`config.mk`:
```
export PLATFORM = sky130hd
export DESIGN_NAME = csv_record_validator_flat
export DESIGN_NICKNAME = d
export VERILOG_FILES = /design/src/design/csvv_pkg.sv /design/src/design/csvv_if.sv /design/src/design/csvv_parser.sv /design/src/design/csvv_out_queue.sv /design/src/design/csv_record_validator.sv /design/src/flat_wrapper.sv
export SDC_FILE = /design/constraint.sdc
export NUM_CORES = 1
export LEC_CHECK = 0
export ABC_AREA = 1
export BUFFER_PORTS_ARGS = -buffer_cell sky130_fd_sc_hd__buf_2
export CAP_MARGIN = 20
export CORE_UTILIZATION = 50
export CTS_BUF_LIST = sky130_fd_sc_hd__clkbuf_8
export DETAILED_ROUTE_END_ITERATION = 8
export PLACE_DENSITY = 0.67
export SLEW_MARGIN = 20
export SYNTH_ARGS = -nofsm -noshare
export SYNTH_HDL_FRONTEND = slang
export SYNTH_SLANG_ARGS = --single-unit
```
`constraint.sdc`:
```
create_clock -name clk -period 5 [get_ports clk]
set_clock_uncertainty 0.1 [all_clocks]
set_input_delay 0.5 -clock clk [delete_from_list [all_inputs] [get_ports clk]]
set_output_delay 0.5 -clock clk [all_outputs]
set_load 0.01 [all_outputs]
```
`src/design/csvv_pkg.sv`:
```
// ----------------------------------------------------------------------------
// CSV record validator package
// Shared constants, status codes, result types and byte helpers.
// ----------------------------------------------------------------------------
package csvv_pkg;

  // Width of the saturating line and record counters.
  localparam int CountW = 16;
  localparam int DnaW   = 12;

  localparam logic [7:0] CHAR_NL    = 8'd10;
  localparam logic [7:0] CHAR_QUOTE = 8'h22;
  localparam logic [7:0] CHAR_COMMA = 8'h2c;
  localparam logic [7:0] CHAR_A     = 8'h41;
  localparam logic [7:0] CHAR_T     = 8'h54;
  localparam logic [7:0] CHAR_C     = 8'h43;
  localparam logic [7:0] CHAR_G     = 8'h47;
  localparam logic [7:0] CHAR_LO_N  = 8'h6e;
  localparam logic [7:0] CHAR_UP_N  = 8'h4e;

  localparam logic [DnaW-1:0] MIN_DNA_RESET = 12'd20;
  localparam logic [2:0]      FIELDS_EXPECTED = 3'd3;

  typedef enum logic [3:0] {
    ST_ACCEPTED    = 4'd0,
    ST_EMPTY_SKIP  = 4'd1,
    ST_HEADER_SKIP = 4'd2,
    ST_FIELD_COUNT = 4'd3,
    ST_EMPTY_NAME  = 4'd4,
    ST_EMPTY_ID    = 4'd5,
    ST_BAD_DNA     = 4'd6,
    ST_SHORT_DNA   = 4'd7,
    ST_NO_RECORDS  = 4'd8,
    ST_FILE_OK     = 4'd9,
    ST_ABORTED     = 4'd10
  } status_t;

  // One result beat.
  typedef struct packed {
    status_t     status;
    logic [15:0] line_number;
    logic [2:0]  field_count;
    logic [15:0] record_count;
    logic        last;
  } res_t;

  // Results produced by one processed input beat (zero, one or two).
  typedef struct packed {
    logic [1:0] count;
    res_t       first;
    res_t       second;
  } push_t;

  // Whitespace as the C library defines it: tab through carriage return, space.
  function automatic logic is_ws(input logic [7:0] c);
    return (c == 8'd32) || ((c >= 8'd9) && (c <= 8'd13));
  endfunction

  // Characters that follow the leading n of the header keyword.
  function automatic logic [7:0] header_tail(input logic [2:0] pos);
    logic [7:0] ch;
    unique case (pos)
      3'd1:    ch = 8'h6f;
      3'd2:    ch = 8'h6d;
      3'd3:    ch = 8'h62;
      3'd4:    ch = 8'h72;
      3'd5:    ch = 8'h65;
      default: ch = 8'h00;
    endcase
    return ch;
  endfunction

endpackage

```
`src/design/csvv_if.sv`:
```
// ----------------------------------------------------------------------------
// CSV record validator channels
// Valid/ready channels for input bytes, results and the configuration write.
// ----------------------------------------------------------------------------
interface csvv_in_if;
  logic       valid;
  logic       ready;
  logic [7:0] data_byte;
  logic       end_of_input;

  modport source (output valid, data_byte, end_of_input, input ready);
  modport sink   (input valid, data_byte, end_of_input, output ready);
endinterface

interface csvv_out_if;
  logic        valid;
  logic        ready;
  logic [3:0]  status;
  logic [15:0] line_number;
  logic [2:0]  field_count;
  logic [15:0] record_count;
  logic        last;

  modport source (output valid, status, line_number, field_count, record_count, last,
                  input ready);
  modport sink   (input valid, status, line_number, field_count, record_count, last,
                  output ready);
endinterface

interface csvv_cfg_if;
  logic        valid;
  logic        ready;
  logic [11:0] min_dna_length;

  modport source (output valid, min_dna_length, input ready);
  modport sink   (input valid, min_dna_length, output ready);
endinterface

```
`src/design/csvv_parser.sv`:
```
// ----------------------------------------------------------------------------
// CSV record validator parser
// Registers each input beat, updates the per-line and per-file state and
// forms the line and summary results in one pass.
// ----------------------------------------------------------------------------
module csvv_parser
  import csvv_pkg::*;
(
  input  logic             clk,
  input  logic             rst_n,
  input  logic             beat_valid,
  output logic             beat_ready,
  input  logic [7:0]       data_byte,
  input  logic             end_of_input,
  input  logic             cfg_valid,
  input  logic [DnaW-1:0]  cfg_min_len,
  input  logic             q_room,
  output push_t            push
);

  // Input holding register.
  logic       hold_valid_r;
  logic [7:0] byte_r;
  logic       eoi_r;
  logic       work;

  assign work       = hold_valid_r && q_room;
  assign beat_ready = !hold_valid_r || q_room;

  always_ff @(posedge clk) begin
    if (!rst_n) begin
      hold_valid_r <= 1'b0;
    end else if (beat_ready) begin
      hold_valid_r <= beat_valid;
    end
  end

  always_ff @(posedge clk) begin
    if (beat_ready && beat_valid) begin
      byte_r <= data_byte;
      eoi_r  <= end_of_input;
    end
  end

  // Minimum base count register.
  logic [DnaW-1:0] min_len_r;

  always_ff @(posedge clk) begin
    if (!rst_n) begin
      min_len_r <= MIN_DNA_RESET;
    end else if (cfg_valid) begin
      min_len_r <= cfg_min_len;
    end
  end

  // Line and file state.
  logic              in_quotes_r, in_quotes_nxt;
  logic [1:0]        field_pos_r, field_pos_nxt;
  logic              has_bytes_r, has_bytes_nxt;
  logic              has_nonspace_r, has_nonspace_nxt;
  logic              name_ok_r, name_ok_nxt;
  logic              id_ok_r, id_ok_nxt;
  logic              dna_started_r, dna_started_nxt;
  logic              dna_space_r, dna_space_nxt;
  logic              dna_bad_r, dna_bad_nxt;
  logic [DnaW-1:0]   dna_len_r, dna_len_nxt;
  logic [2:0]        hdr_prog_r, hdr_prog_nxt;
  logic              hdr_seen_r, hdr_seen_nxt;
  logic [CountW-1:0] line_cnt_r, line_cnt_nxt;
  logic [CountW-1:0] rec_cnt_r, rec_cnt_nxt;
  logic              err_r, err_nxt;

  // Line result, formed from the state before the ending beat.
  logic [CountW-1:0] line_no;
  logic [2:0]        line_fc;
  status_t           line_st;
  logic              line_err;
  logic [CountW-1:0] line_rec;
  res_t              line_res;

  always_comb begin
    line_no = (line_cnt_r == '1) ? line_cnt_r : line_cnt_r + 1'b1;
    line_fc = {1'b0, field_pos_r} + 3'd1;
    priority if (err_r) begin
      line_st = ST_ABORTED;
    end else if (!has_nonspace_r) begin
      line_st = ST_EMPTY_SKIP;
    end else if ((line_no == CountW'(1)) && hdr_seen_r) begin
      line_st = ST_HEADER_SKIP;
    end else if (line_fc != FIELDS_EXPECTED) begin
      line_st = ST_FIELD_COUNT;
    end else if (!name_ok_r) begin
      line_st = ST_EMPTY_NAME;
    end else if (!id_ok_r) begin
      line_st = ST_EMPTY_ID;
    end else if (dna_bad_r || !dna_started_r) begin
      line_st = ST_BAD_DNA;
    end else if (dna_len_r < min_len_r) begin
      line_st = ST_SHORT_DNA;
    end else begin
      line_st = ST_ACCEPTED;
    end
    line_err = err_r || (line_st == ST_FIELD_COUNT) || (line_st == ST_EMPTY_NAME) ||
               (line_st == ST_EMPTY_ID) || (line_st == ST_BAD_DNA) ||
               (line_st == ST_SHORT_DNA);
    line_rec = ((line_st == ST_ACCEPTED) && (rec_cnt_r != '1)) ? rec_cnt_r + 1'b1
                                                                : rec_cnt_r;
    line_res.status       = line_st;
    line_res.line_number  = 16'(line_no);
    line_res.field_count  = line_fc;
    line_res.record_count = 16'(line_rec);
    line_res.last         = !eoi_r;
  end

  // Summary result, after any pending line has been closed.
  logic [CountW-1:0] sum_line;
  logic [CountW-1:0] sum_rec;
  logic              sum_err;
  res_t              sum_res;

  always_comb begin
    sum_line = has_bytes_r ? line_no  : line_cnt_r;
    sum_rec  = has_bytes_r ? line_rec : rec_cnt_r;
    sum_err  = has_bytes_r ? line_err : err_r;
    priority if (sum_err) begin
      sum_res.status = ST_ABORTED;
    end else if (sum_rec == '0) begin
      sum_res.status = ST_NO_RECORDS;
    end else begin
      sum_res.status = ST_FILE_OK;
    end
    sum_res.line_number  = 16'(sum_line);
    sum_res.field_count  = 3'd0;
    sum_res.record_count = 16'(sum_rec);
    sum_res.last         = 1'b1;
  end

  // Byte classification.
  logic is_space;
  logic is_base;
  logic is_nl;

  assign is_space = is_ws(byte_r);
  assign is_base  = (byte_r == CHAR_A) || (byte_r == CHAR_T) ||
                    (byte_r == CHAR_C) || (byte_r == CHAR_G);
  assign is_nl    = (byte_r == CHAR_NL);

  // Next state and result pushes.
  always_comb begin
    in_quotes_nxt    = in_quotes_r;
    field_pos_nxt    = field_pos_r;
    has_bytes_nxt    = has_bytes_r;
    has_nonspace_nxt = has_nonspace_r;
    name_ok_nxt      = name_ok_r;
    id_ok_nxt        = id_ok_r;
    dna_started_nxt  = dna_started_r;
    dna_space_nxt    = dna_space_r;
    dna_bad_nxt      = dna_bad_r;
    dna_len_nxt      = dna_len_r;
    hdr_prog_nxt     = hdr_prog_r;
    hdr_seen_nxt     = hdr_seen_r;
    line_cnt_nxt     = line_cnt_r;
    rec_cnt_nxt      = rec_cnt_r;
    err_nxt          = err_r;
    push.count       = 2'd0;
    push.first       = line_res;
    push.second      = sum_res;

    if (work) begin
      if (eoi_r || is_nl) begin
        // Close the line: every per-line flag returns to its reset value.
        in_quotes_nxt    = 1'b0;
        field_pos_nxt    = 2'd0;
        has_bytes_nxt    = 1'b0;
        has_nonspace_nxt = 1'b0;
        name_ok_nxt      = 1'b0;
        id_ok_nxt        = 1'b0;
        dna_started_nxt  = 1'b0;
        dna_space_nxt    = 1'b0;
        dna_bad_nxt      = 1'b0;
        dna_len_nxt      = '0;
        hdr_prog_nxt     = 3'd0;
        hdr_seen_nxt     = 1'b0;
        if (eoi_r) begin
          line_cnt_nxt = '0;
          rec_cnt_nxt  = '0;
          err_nxt      = 1'b0;
          if (has_bytes_r) begin
            push.count = 2'd2;
          end else begin
            push.count = 2'd1;
            push.first = sum_res;
          end
        end else begin
          line_cnt_nxt = line_no;
          rec_cnt_nxt  = line_rec;
          err_nxt      = line_err;
          push.count   = 2'd1;
        end
      end else begin
        has_bytes_nxt = 1'b1;
        if (!is_space) begin
          has_nonspace_nxt = 1'b1;
        end

        // Header keyword search, case-folded only on the first letter.
        if (!hdr_seen_r) begin
          if ((hdr_prog_r != 3'd0) && (byte_r == header_tail(hdr_prog_r))) begin
            if (hdr_prog_r == 3'd5) begin
              hdr_seen_nxt = 1'b1;
              hdr_prog_nxt = 3'd0;
            end else begin
              hdr_prog_nxt = hdr_prog_r + 3'd1;
            end
          end else begin
            hdr_prog_nxt = ((byte_r == CHAR_LO_N) || (byte_r == CHAR_UP_N)) ? 3'd1 : 3'd0;
          end
        end

        // Field splitting and per-field checks.
        priority if (byte_r == CHAR_QUOTE) begin
          in_quotes_nxt = !in_quotes_r;
        end else if ((byte_r == CHAR_COMMA) && !in_quotes_r) begin
          if (field_pos_r != 2'd3) begin
            field_pos_nxt = field_pos_r + 2'd1;
          end
        end else if (field_pos_r == 2'd0) begin
          if (!is_space) begin
            name_ok_nxt = 1'b1;
          end
        end else if (field_pos_r == 2'd1) begin
          if (!is_space) begin
            id_ok_nxt = 1'b1;
          end
        end else if (field_pos_r == 2'd2) begin
          if (is_space) begin
            if (dna_started_r) begin
              dna_space_nxt = 1'b1;
            end
          end else begin
            if (dna_space_r || !is_base) begin
              dna_bad_nxt = 1'b1;
            end
            dna_started_nxt = 1'b1;
            if (dna_len_r != '1) begin
              dna_len_nxt = dna_len_r + 1'b1;
            end
          end
        end else begin
          // Fourth and later fields are not checked.
          dna_len_nxt = dna_len_r;
        end
      end
    end
  end

  always_ff @(posedge clk) begin
    if (!rst_n) begin
      in_quotes_r    <= 1'b0;
      field_pos_r    <= 2'd0;
      has_bytes_r    <= 1'b0;
      has_nonspace_r <= 1'b0;
      name_ok_r      <= 1'b0;
      id_ok_r        <= 1'b0;
      dna_started_r  <= 1'b0;
      dna_space_r    <= 1'b0;
      dna_bad_r      <= 1'b0;
      dna_len_r      <= '0;
      hdr_prog_r     <= 3'd0;
      hdr_seen_r     <= 1'b0;
      line_cnt_r     <= '0;
      rec_cnt_r      <= '0;
      err_r          <= 1'b0;
    end else begin
      in_quotes_r    <= in_quotes_nxt;
      field_pos_r    <= field_pos_nxt;
      has_bytes_r    <= has_bytes_nxt;
      has_nonspace_r <= has_nonspace_nxt;
      name_ok_r      <= name_ok_nxt;
      id_ok_r        <= id_ok_nxt;
      dna_started_r  <= dna_started_nxt;
      dna_space_r    <= dna_space_nxt;
      dna_bad_r      <= dna_bad_nxt;
      dna_len_r      <= dna_len_nxt;
      hdr_prog_r     <= hdr_prog_nxt;
      hdr_seen_r     <= hdr_seen_nxt;
      line_cnt_r     <= line_cnt_nxt;
      rec_cnt_r      <= rec_cnt_nxt;
      err_r          <= err_nxt;
    end
  end

endmodule

```
`src/design/csvv_out_queue.sv`:
```
// ----------------------------------------------------------------------------
// CSV record validator result queue
// Four-entry queue that takes up to two results per cycle and hands out one
// result beat per cycle while out_ready is high.
// ----------------------------------------------------------------------------
module csvv_out_queue
  import csvv_pkg::*;
(
  input  logic  clk,
  input  logic  rst_n,
  input  push_t push,
  output logic  q_room,
  output logic  out_valid,
  input  logic  out_ready,
  output res_t  out_res
);

  res_t       entry_r [4];
  logic [1:0] wr_ptr_r, wr_ptr_nxt;
  logic [1:0] rd_ptr_r, rd_ptr_nxt;
  logic [2:0] fill_r, fill_nxt;
  logic       pop;

  // Room for two more results, so an end-of-file beat never overflows.
  assign q_room    = (fill_r <= 3'd2);
  assign out_valid = (fill_r != 3'd0);
  assign out_res   = entry_r[rd_ptr_r];
  assign pop       = out_valid && out_ready;

  // Pointer and fill bookkeeping.
  always_comb begin
    wr_ptr_nxt = wr_ptr_r + push.count;
    rd_ptr_nxt = pop ? rd_ptr_r + 2'd1 : rd_ptr_r;
    fill_nxt   = fill_r + {1'b0, push.count} - {2'b00, pop};
  end

  always_ff @(posedge clk) begin
    if (!rst_n) begin
      wr_ptr_r <= 2'd0;
      rd_ptr_r <= 2'd0;
      fill_r   <= 3'd0;
    end else begin
      wr_ptr_r <= wr_ptr_nxt;
      rd_ptr_r <= rd_ptr_nxt;
      fill_r   <= fill_nxt;
    end
  end

  // Entry writes.
  always_ff @(posedge clk) begin
    if (push.count != 2'd0) begin
      entry_r[wr_ptr_r] <= push.first;
    end
    if (push.count == 2'd2) begin
      entry_r[wr_ptr_r + 2'd1] <= push.second;
    end
  end

endmodule

```
`src/design/csv_record_validator.sv`:
```
// ----------------------------------------------------------------------------
// CSV record validator
// Checks a byte stream as three-field comma-separated records, one status
// beat per line and a summary beat at end of file.
// ----------------------------------------------------------------------------
// Usage:
//   in_bus carries one file byte per beat; a beat with end_of_input set closes
//   any unterminated line and yields the file summary. out_bus carries status
//   beats; last marks the final beat caused by one input beat.
//   cfg_bus writes the minimum base count; the user must write it only while
//   the block is idle, which the block does not enforce. It is always ready.
// Path: a line or summary result reaches out_bus through the input register,
//   then the result queue, from an accepted input beat.
// Throughput: one input beat per cycle. An end-of-file beat with a pending
//   line produces two result beats, which drain one per cycle while
//   out_bus.ready is high from the four-entry result queue; the input stalls
//   only when fewer than two queue entries are free.
// Reset: rst_n clears all line and file state and sets the minimum length to
//   20. After each end-of-file beat the file state clears itself as well.
// Stalls: when out_bus.ready is low the queue fills and in_bus.ready drops;
//   no result is lost or repeated.
// ----------------------------------------------------------------------------
module csv_record_validator
  import csvv_pkg::*;
(
  input  logic        clk,
  input  logic        rst_n,
  csvv_in_if.sink     in_bus,
  csvv_out_if.source  out_bus,
  csvv_cfg_if.sink    cfg_bus
);

  push_t push;
  logic  q_room;
  res_t  out_res;

  assign cfg_bus.ready = 1'b1;

  // Line parser and checker.
  csvv_parser u_parser (
    .clk          (clk),
    .rst_n        (rst_n),
    .beat_valid   (in_bus.valid),
    .beat_ready   (in_bus.ready),
    .data_byte    (in_bus.data_byte),
    .end_of_input (in_bus.end_of_input),
    .cfg_valid    (cfg_bus.valid),
    .cfg_min_len  (cfg_bus.min_dna_length),
    .q_room       (q_room),
    .push         (push)
  );

  // Result queue.
  csvv_out_queue u_queue (
    .clk       (clk),
    .rst_n     (rst_n),
    .push      (push),
    .q_room    (q_room),
    .out_valid (out_bus.valid),
    .out_ready (out_bus.ready),
    .out_res   (out_res)
  );

  assign out_bus.status       = out_res.status;
  assign out_bus.line_number  = out_res.line_number;
  assign out_bus.field_count  = out_res.field_count;
  assign out_bus.record_count = out_res.record_count;
  assign out_bus.last         = out_res.last;

endmodule
```
`src/flat_wrapper.sv`:
```
// flat-port wrapper written by rule: the top's interface ports become plain ports
module csv_record_validator_flat import csvv_pkg::*;
  (clk, rst_n, in_bus_valid, in_bus_data_byte, in_bus_end_of_input, in_bus_ready, out_bus_valid, out_bus_status, out_bus_line_number, out_bus_field_count, out_bus_record_count, out_bus_last, out_bus_ready, cfg_bus_valid, cfg_bus_min_dna_length, cfg_bus_ready);
  csvv_in_if in_bus_i ();
  csvv_out_if out_bus_i ();
  csvv_cfg_if cfg_bus_i ();
  input  logic clk;
  input  logic rst_n;
  input wire logic [$bits(in_bus_i.valid)-1:0] in_bus_valid;
  input wire logic [$bits(in_bus_i.data_byte)-1:0] in_bus_data_byte;
  input wire logic [$bits(in_bus_i.end_of_input)-1:0] in_bus_end_of_input;
  output wire logic [$bits(in_bus_i.ready)-1:0] in_bus_ready;
  output wire logic [$bits(out_bus_i.valid)-1:0] out_bus_valid;
  output wire logic [$bits(out_bus_i.status)-1:0] out_bus_status;
  output wire logic [$bits(out_bus_i.line_number)-1:0] out_bus_line_number;
  output wire logic [$bits(out_bus_i.field_count)-1:0] out_bus_field_count;
  output wire logic [$bits(out_bus_i.record_count)-1:0] out_bus_record_count;
  output wire logic [$bits(out_bus_i.last)-1:0] out_bus_last;
  input wire logic [$bits(out_bus_i.ready)-1:0] out_bus_ready;
  input wire logic [$bits(cfg_bus_i.valid)-1:0] cfg_bus_valid;
  input wire logic [$bits(cfg_bus_i.min_dna_length)-1:0] cfg_bus_min_dna_length;
  output wire logic [$bits(cfg_bus_i.ready)-1:0] cfg_bus_ready;
  assign in_bus_i.valid = in_bus_valid;
  assign in_bus_i.data_byte = in_bus_data_byte;
  assign in_bus_i.end_of_input = in_bus_end_of_input;
  assign in_bus_ready = in_bus_i.ready;
  assign out_bus_valid = out_bus_i.valid;
  assign out_bus_status = out_bus_i.status;
  assign out_bus_line_number = out_bus_i.line_number;
  assign out_bus_field_count = out_bus_i.field_count;
  assign out_bus_record_count = out_bus_i.record_count;
  assign out_bus_last = out_bus_i.last;
  assign out_bus_i.ready = out_bus_ready;
  assign cfg_bus_i.valid = cfg_bus_valid;
  assign cfg_bus_i.min_dna_length = cfg_bus_min_dna_length;
  assign cfg_bus_ready = cfg_bus_i.ready;
  csv_record_validator u_core (.clk(clk), .rst_n(rst_n), .in_bus(in_bus_i), .out_bus(out_bus_i), .cfg_bus(cfg_bus_i));
endmodule
```
Word level (Yosys, flattened, before mapping)

Memory sizes are Yosys's and may differ from the RTL's. A register that Yosys moved wholly into a read port is not among the register bits.
Cells that the tools add are included.

Register bits after elaboration: 88
RAM bits: 160
Memories: 1

Memories:

| memory                 | depth | width | read ports | clocked after Yosys merged registers in | write ports | RTL line             | RTL |
|---|---|---|---|---|---|---|---|
| u_core.u_queue.entry_r | 4     | 40    | 1          | 1                                       | 2           | csvv_out_queue.sv:18 | `res_t entry_r [4];` |

Add/sub/neg operators: 11
Magnitude comparators: 4
Equality and inequality tests: 36
Muxes and demuxes: 91
Reductions and logical operators: 54

Operators by type and width:

| kind                                           | count |
|---|---|
| 2-to-1 mux 12 bit                              | 8 |
| 2-to-1 mux 16 bit                              | 6 |
| 2-to-1 mux 42 bit                              | 2 |
| 2-to-1 mux 40 bit                              | 2 |
| == test 8 x 7 -> 1 bit, second input constant  | 6 |
| 2-to-1 mux 1 bit                               | 48 |
| one-hot mux 7 bit (5 select lines)             | 1 |
| 2-to-1 mux 3 bit                               | 11 |
| adder 16 x 1 -> 16 bit, second input constant  | 2 |
| == test 8 x 6 -> 1 bit, second input constant  | 3 |
| 2-to-1 mux 8 bit                               | 3 |
| AND reduction 8 bit                            | 3 |
| nonzero test 2 bit                             | 11 |
| 2-to-1 mux 2 bit                               | 9 |
| == test 16 x 1 -> 1 bit, second input constant | 1 |
| == test 16 bit, second input constant          | 1 |
| == test 4 x 3 -> 1 bit, second input constant  | 4 |
| logical NOT 16 bit                             | 1 |
| inequality test 16 bit, second input constant  | 1 |
| logical OR 1 bit                               | 14 |
| adder 12 x 1 -> 12 bit, second input constant  | 1 |
| less-than comparator 12 bit                    | 1 |
| inequality test 12 bit, second input constant  | 1 |
| inequality test 2 bit, second input constant   | 5 |
| 30 further kinds                               | 51 |

Longest topological paths before layout

Depth after elaboration: 24
Gate-level depth with buffers: 28
Depth with buffers taken out: 27

By module

A second synthesis with hierarchy kept.

Cells, all modules: 1782
Area, all modules: 14330.0 sq um

By module, submodules not included:

| module               | instances | cells an instance | area each (sq um) | sequential area each (sq um) |
|---|---|---|---|---|
| csvv_out_queue       | 1         | 854               | 8396.8            | 4984.8 |
| csvv_parser          | 1         | 926               | 5921.9            | 1711.6 |
| csv_record_validator | 1         | 2                 | 11.3              | 0.0 |

Least setup slack after synthesis

Ideal clock, no wire load.

Path kind: reg-to-reg
Start point: register u_core.u_parser.byte_r[5]
End point: memory u_core.u_queue.entry_r[1][38] in the netlist's numbering
Library setup time: 0.117 ns
Data arrival time: 3.374 ns
Slack: 1.409 ns
Cell stages (with the launch flop): 15
Buffers on the path: 1
Clock period less this slack: 3.591 ns
Cell sequence: edfxtp_1 -> nor2_1 -> nand3_1 -> nor3_1 -> nor2_1 -> nor2_1 -> inv_2 -> clkbuf_1 -> nor3_1 -> inv_1 -> nor2_1 -> clkinv_1 -> nand2_1 -> inv_1 -> a22o_1

RTL lines:

| what                     | RTL line             | RTL |
|---|---|---|
| start: declaration       | csvv_parser.sv:23    | `logic [7:0] byte_r;` |
| start signal: assignment | csvv_parser.sv:40    | `byte_r <= data_byte;` |
| end: declaration         | csvv_out_queue.sv:18 |  |

==> flow_metrics.py <==
metrics = {
    "synthesis": {
        "syn_area_sq_um": 12900,
        "yosysSeqAreaShare": 0.501,
        "synth_common_cells": "nand2_1, o22ai_1, nor2_1",
        "synth_warnings": 0,
        "postSynthCellCount": 1562,
        "yosysTopAreaCellShare": 0.338,
        "synthArstFlopShare": 0,
        "synth-seq-cells": 250,
        "synth_largest_area_cell": "edfxtp_1",
        "synth_edf_count": 145,
        "synth_area_leaders": "edfxtp_1, dfxtp_1, o22ai_1, nand2_1, o21ai_0",
        "synth_most_common_cell": "nand2_1",
        "ys_types": 47,
        "synthFlopType": "edfxtp_1",
        "synth_fp_nets": 1612,
        "synth.avg_cell_area_sq_um": 8.25,
    },
    "sta": {
        "timing.setup.tns_ps": 0,
        "final.period_utilization": 0.809,
        "period_minus_slack_ps": 4050,
        "slew_violations": 0,
        "tightest_slew_ps": 980,
        "whs_ps": 30.6,
        "fmax_mhz": 247,
        "hold_viol_final": 0,
        "setup_viol": 0,
        "fin_ws_ps": 954,
        "max-slew-margin-rel": 0.340,
        "rsz0062_at_grt": "false",
    },
    "critical_path": {
        "crit_path_top_delay_cell": "dfxtp_1",
        "critPathMostFrequentCell": "nand2_1",
        "arrival_ps": 4250,
        "path_delay_family": "simple AND/OR/NAND/NOR gates",
        "cp_cell_sequence": "ha_1, nand3_2, nor2_2, xor2_1, nor2_1, nand2_1, nor3_1, nand2_1, nand2_2, nand2_2, nor2_8, nand2_2, nand2_1, nand3_1, nand2_1, nand2_1, inv_1, nand2_1, nor2_2, nand2_1, nand3_2, nand2_2, nand2_1, nand2_1",
        "crit_path_start_kind": "flop",
        "critPathBufInv": 1,
        "max_stage_delay_ps": 520,
        "cp.required_ps": 5200,
        "end_kind": "flop",
        "worstSetupPathType": "reg2reg",
        "cp_max_fo": 28,
    },
    "clock_tree": {
        "cts.sinks": 250,
        "cts_made_buffers": 44,
        "clk_pin_slew_worst_paths_ps": 60,
        "htreeDepth": 2,
        "cts-root-buf": "clkbuf_8",
        "cts-hold-fix-buffers": 0,
        "ctsResizeCount": 0,
        "insertion_delay_ps": 550,
        "cts_tree": "done",
        "post_cts_buffers": 0,
        "clockBufferDepth": 3,
    },
    "finish": {
        "synthToLayoutAreaGrowth_pct": 11.0,
        "layout-drive-gt1-share": 0.112,
        "finalNonFillerCells": 1985,
        "fin_util": 0.566,
        "diodes": 0,
        "nets": 1671,
    },
    "drt": {
        "totalWireLength_mm": 35.8,
        "vias_per_cell": 5.81,
        "drt_first_pass_iters": 6,
        "drc": 0,
        "final_antenna_net_count": 0,
        "vias": 11533,
        "wire_per_inst_um": 18.1,
        "drt-initial-drc-count": 1057,
    },
    "run": {
        "maxCapViolCount": 0,
    },
    "pwr": {
        "max-vdd-ir-drop_v": 0.000245,
        "p_per_area_nw_per_um2": 366,
        "p_leak_nw": 5.29,
    },
    "global_route": {
        "grt_pass1_wl_mm": 57.2,
        "grt-ovfl-total": 0,
        "grt_util_all_layers": 0.275,
        "grt_pass1_vias": 10798,
        "grt_max_degree": 79,
        "antenna_found_initial": 1,
    },
    "floorplan": {
        "die-area_sq_um": 26400,
        "start_util": 0.510,
        "rows": 58,
        "core_region_area_sq_um": 25300,
        "die_h_um": 163,
        "dieWidth_um": 163,
        "pin_count": 69,
    },
    "placement": {
        "placed_cells": 1904,
        "finalWeightedCongestion": 0.958,
        "place_ws_ps": 988,
        "dp_hpwl_mm": 23.5,
        "numPortBuffers": 67,
    },
    "outcome": {
        "run_status": "complete, no violations",
    },
    "hold_path": {
        "hold_class": "in2reg",
    },
}
state kept, by name (all words and copies together), names as in the netlist, 2 cells and up, named ones only:
| signal | cells |
|---|---|
| u_core.u_parser.hdr_prog_r | 3 |
| u_core.u_queue.rd_ptr_r | 2 |
| u_core.u_parser.dna_len_r | 12 |
| u_core.u_queue.wr_ptr_r | 2 |
| u_core.u_parser.min_len_r | 12 |
| u_core.u_parser.byte_r | 8 |
| u_core.u_queue.entry_r | 160 |
| u_core.u_parser.rec_cnt_r | 16 |
| u_core.u_parser.line_cnt_r | 16 |
| u_core.u_queue.fill_r | 3 |
| u_core.u_parser.field_pos_r | 2 |
power breakdown:
group | total, W | leakage, nW | internal [W] | switching, W
Clock | 0.00168 | 0.473 | 0.000851 | 0.000827
Sequential | 0.00237 | 2.08 | 0.00230 | 0.0000659
Combinational | 0.00120 | 2.74 | 0.000376 | 0.000821
metrics by stage:
| stage | total power, W | area [sq um] |
|---|---|---|
| 4_1_cts | 0.00527 | 14300 |
| 5_1_grt | 0.00551 | 14300 |
| 3_5_place_dp | 0.00360 | 13500 |
| 3_3_place_gp | 0.00357 | 13500 |
| 6_report | 0.00524 | 14300 |
| 2_1_floorplan | 0.00318 | 12900 |
metal layers:
layer / part of all wire / global-route usage / vias to the layer above / wire [um]
met1: 0.46 / 0.387 / 5373 / 16400
li1: - / - / 5608 / -
met2: 0.44 / 0.433 / 495 / 15800
met4: 0.019 / 0.0823 / 2 / 671
met3: 0.083 / 0.0471 / 55 / 2990
met5: 0.00028 / 0 / - / 10
worst reg2reg max path, stage by stage, from the launching register on:
cell	delay [ps]
dfxtp_1	520
ha_1	270
nand3_2	140
nor2_2	190
xor2_1	90
nor2_1	220
nand2_1	90
nor3_1	310
nand2_1	120
nand2_2	100
nand2_2	90
nor2_8	360
nand2_2	170
nand2_1	110
nand3_1	70
nand2_1	160
nand2_1	70
inv_1	60
nand2_1	60
nor2_2	170
nand2_1	80
nand3_2	70
nand2_2	90
nand2_1	70
nand2_1	50
cells in the final DEF, fill, tap and decap left out, drive strengths merged:
cell type / n
a2111oi: 1
a211oi: 2
a21boi: 1
a21oi: 66
a22o: 4
a31oi: 2
and2: 1
buf: 95
clkbuf: 46
clkinv: 19
clkinvlp: 2
conb: 1
dfxtp: 105
dlygate4sd3: 1
edfxtp: 145
fa: 1
ha: 23
inv: 160
nand2: 269
nand3: 87
nand3b: 3
nand4: 8
nor2: 189
nor3: 21
nor3b: 1
nor4: 6
o211ai: 2
o21a: 4
o21ai: 179
o22ai: 187
o31ai: 1
o32ai: 1
o41ai: 1
or2: 2
xnor2: 2
xor2: 17
kinds of logic (layout without fill, tap and decap cells):
kind of cell / count (synthesis) / after routing / synth area share
buf+inv: 230 / 323 / 0.0687
flops: 250 / 250 / 0.501
other cells: 1 / 1 / 0.000291
xor+xnor: 19 / 19 / 0.0129
simple gates: 587 / 587 / 0.195
fa+ha+maj: 24 / 24 / 0.0239
compound gates: 451 / 451 / 0.198
final timing paths:
check / start / cells after the start / slack, ps / endpoint
max: u_core.u_parser.line_cnt_r[0] / 24 / 950 / u_core.u_queue.entry_r[2][36]
min: in_bus_end_of_input / 1 / 30 / u_core.u_parser.eoi_r
max reg2reg: u_core.u_parser.line_cnt_r[0] / 24 / 950 / u_core.u_queue.entry_r[2][36]
min reg2reg: u_core.u_parser.min_len_r[11] / 2 / 360 / u_core.u_parser.min_len_r[11]
cell type report:
| cell class | instances | area (sq um) |
|---|---|---|
| flip-flops and latches | 250 | 6460 |
| multi-input cells | 1082 | 5550 |
| clock buffers | 46 | 633 |
| well taps | 330 | 413 |
| repair buffers | 96 | 556 |
| fillers | 2383 | 11000 |
| clock inverters | 34 | 144 |
| inverters | 147 | 552 |
Power figures use the tool's default switching activity.
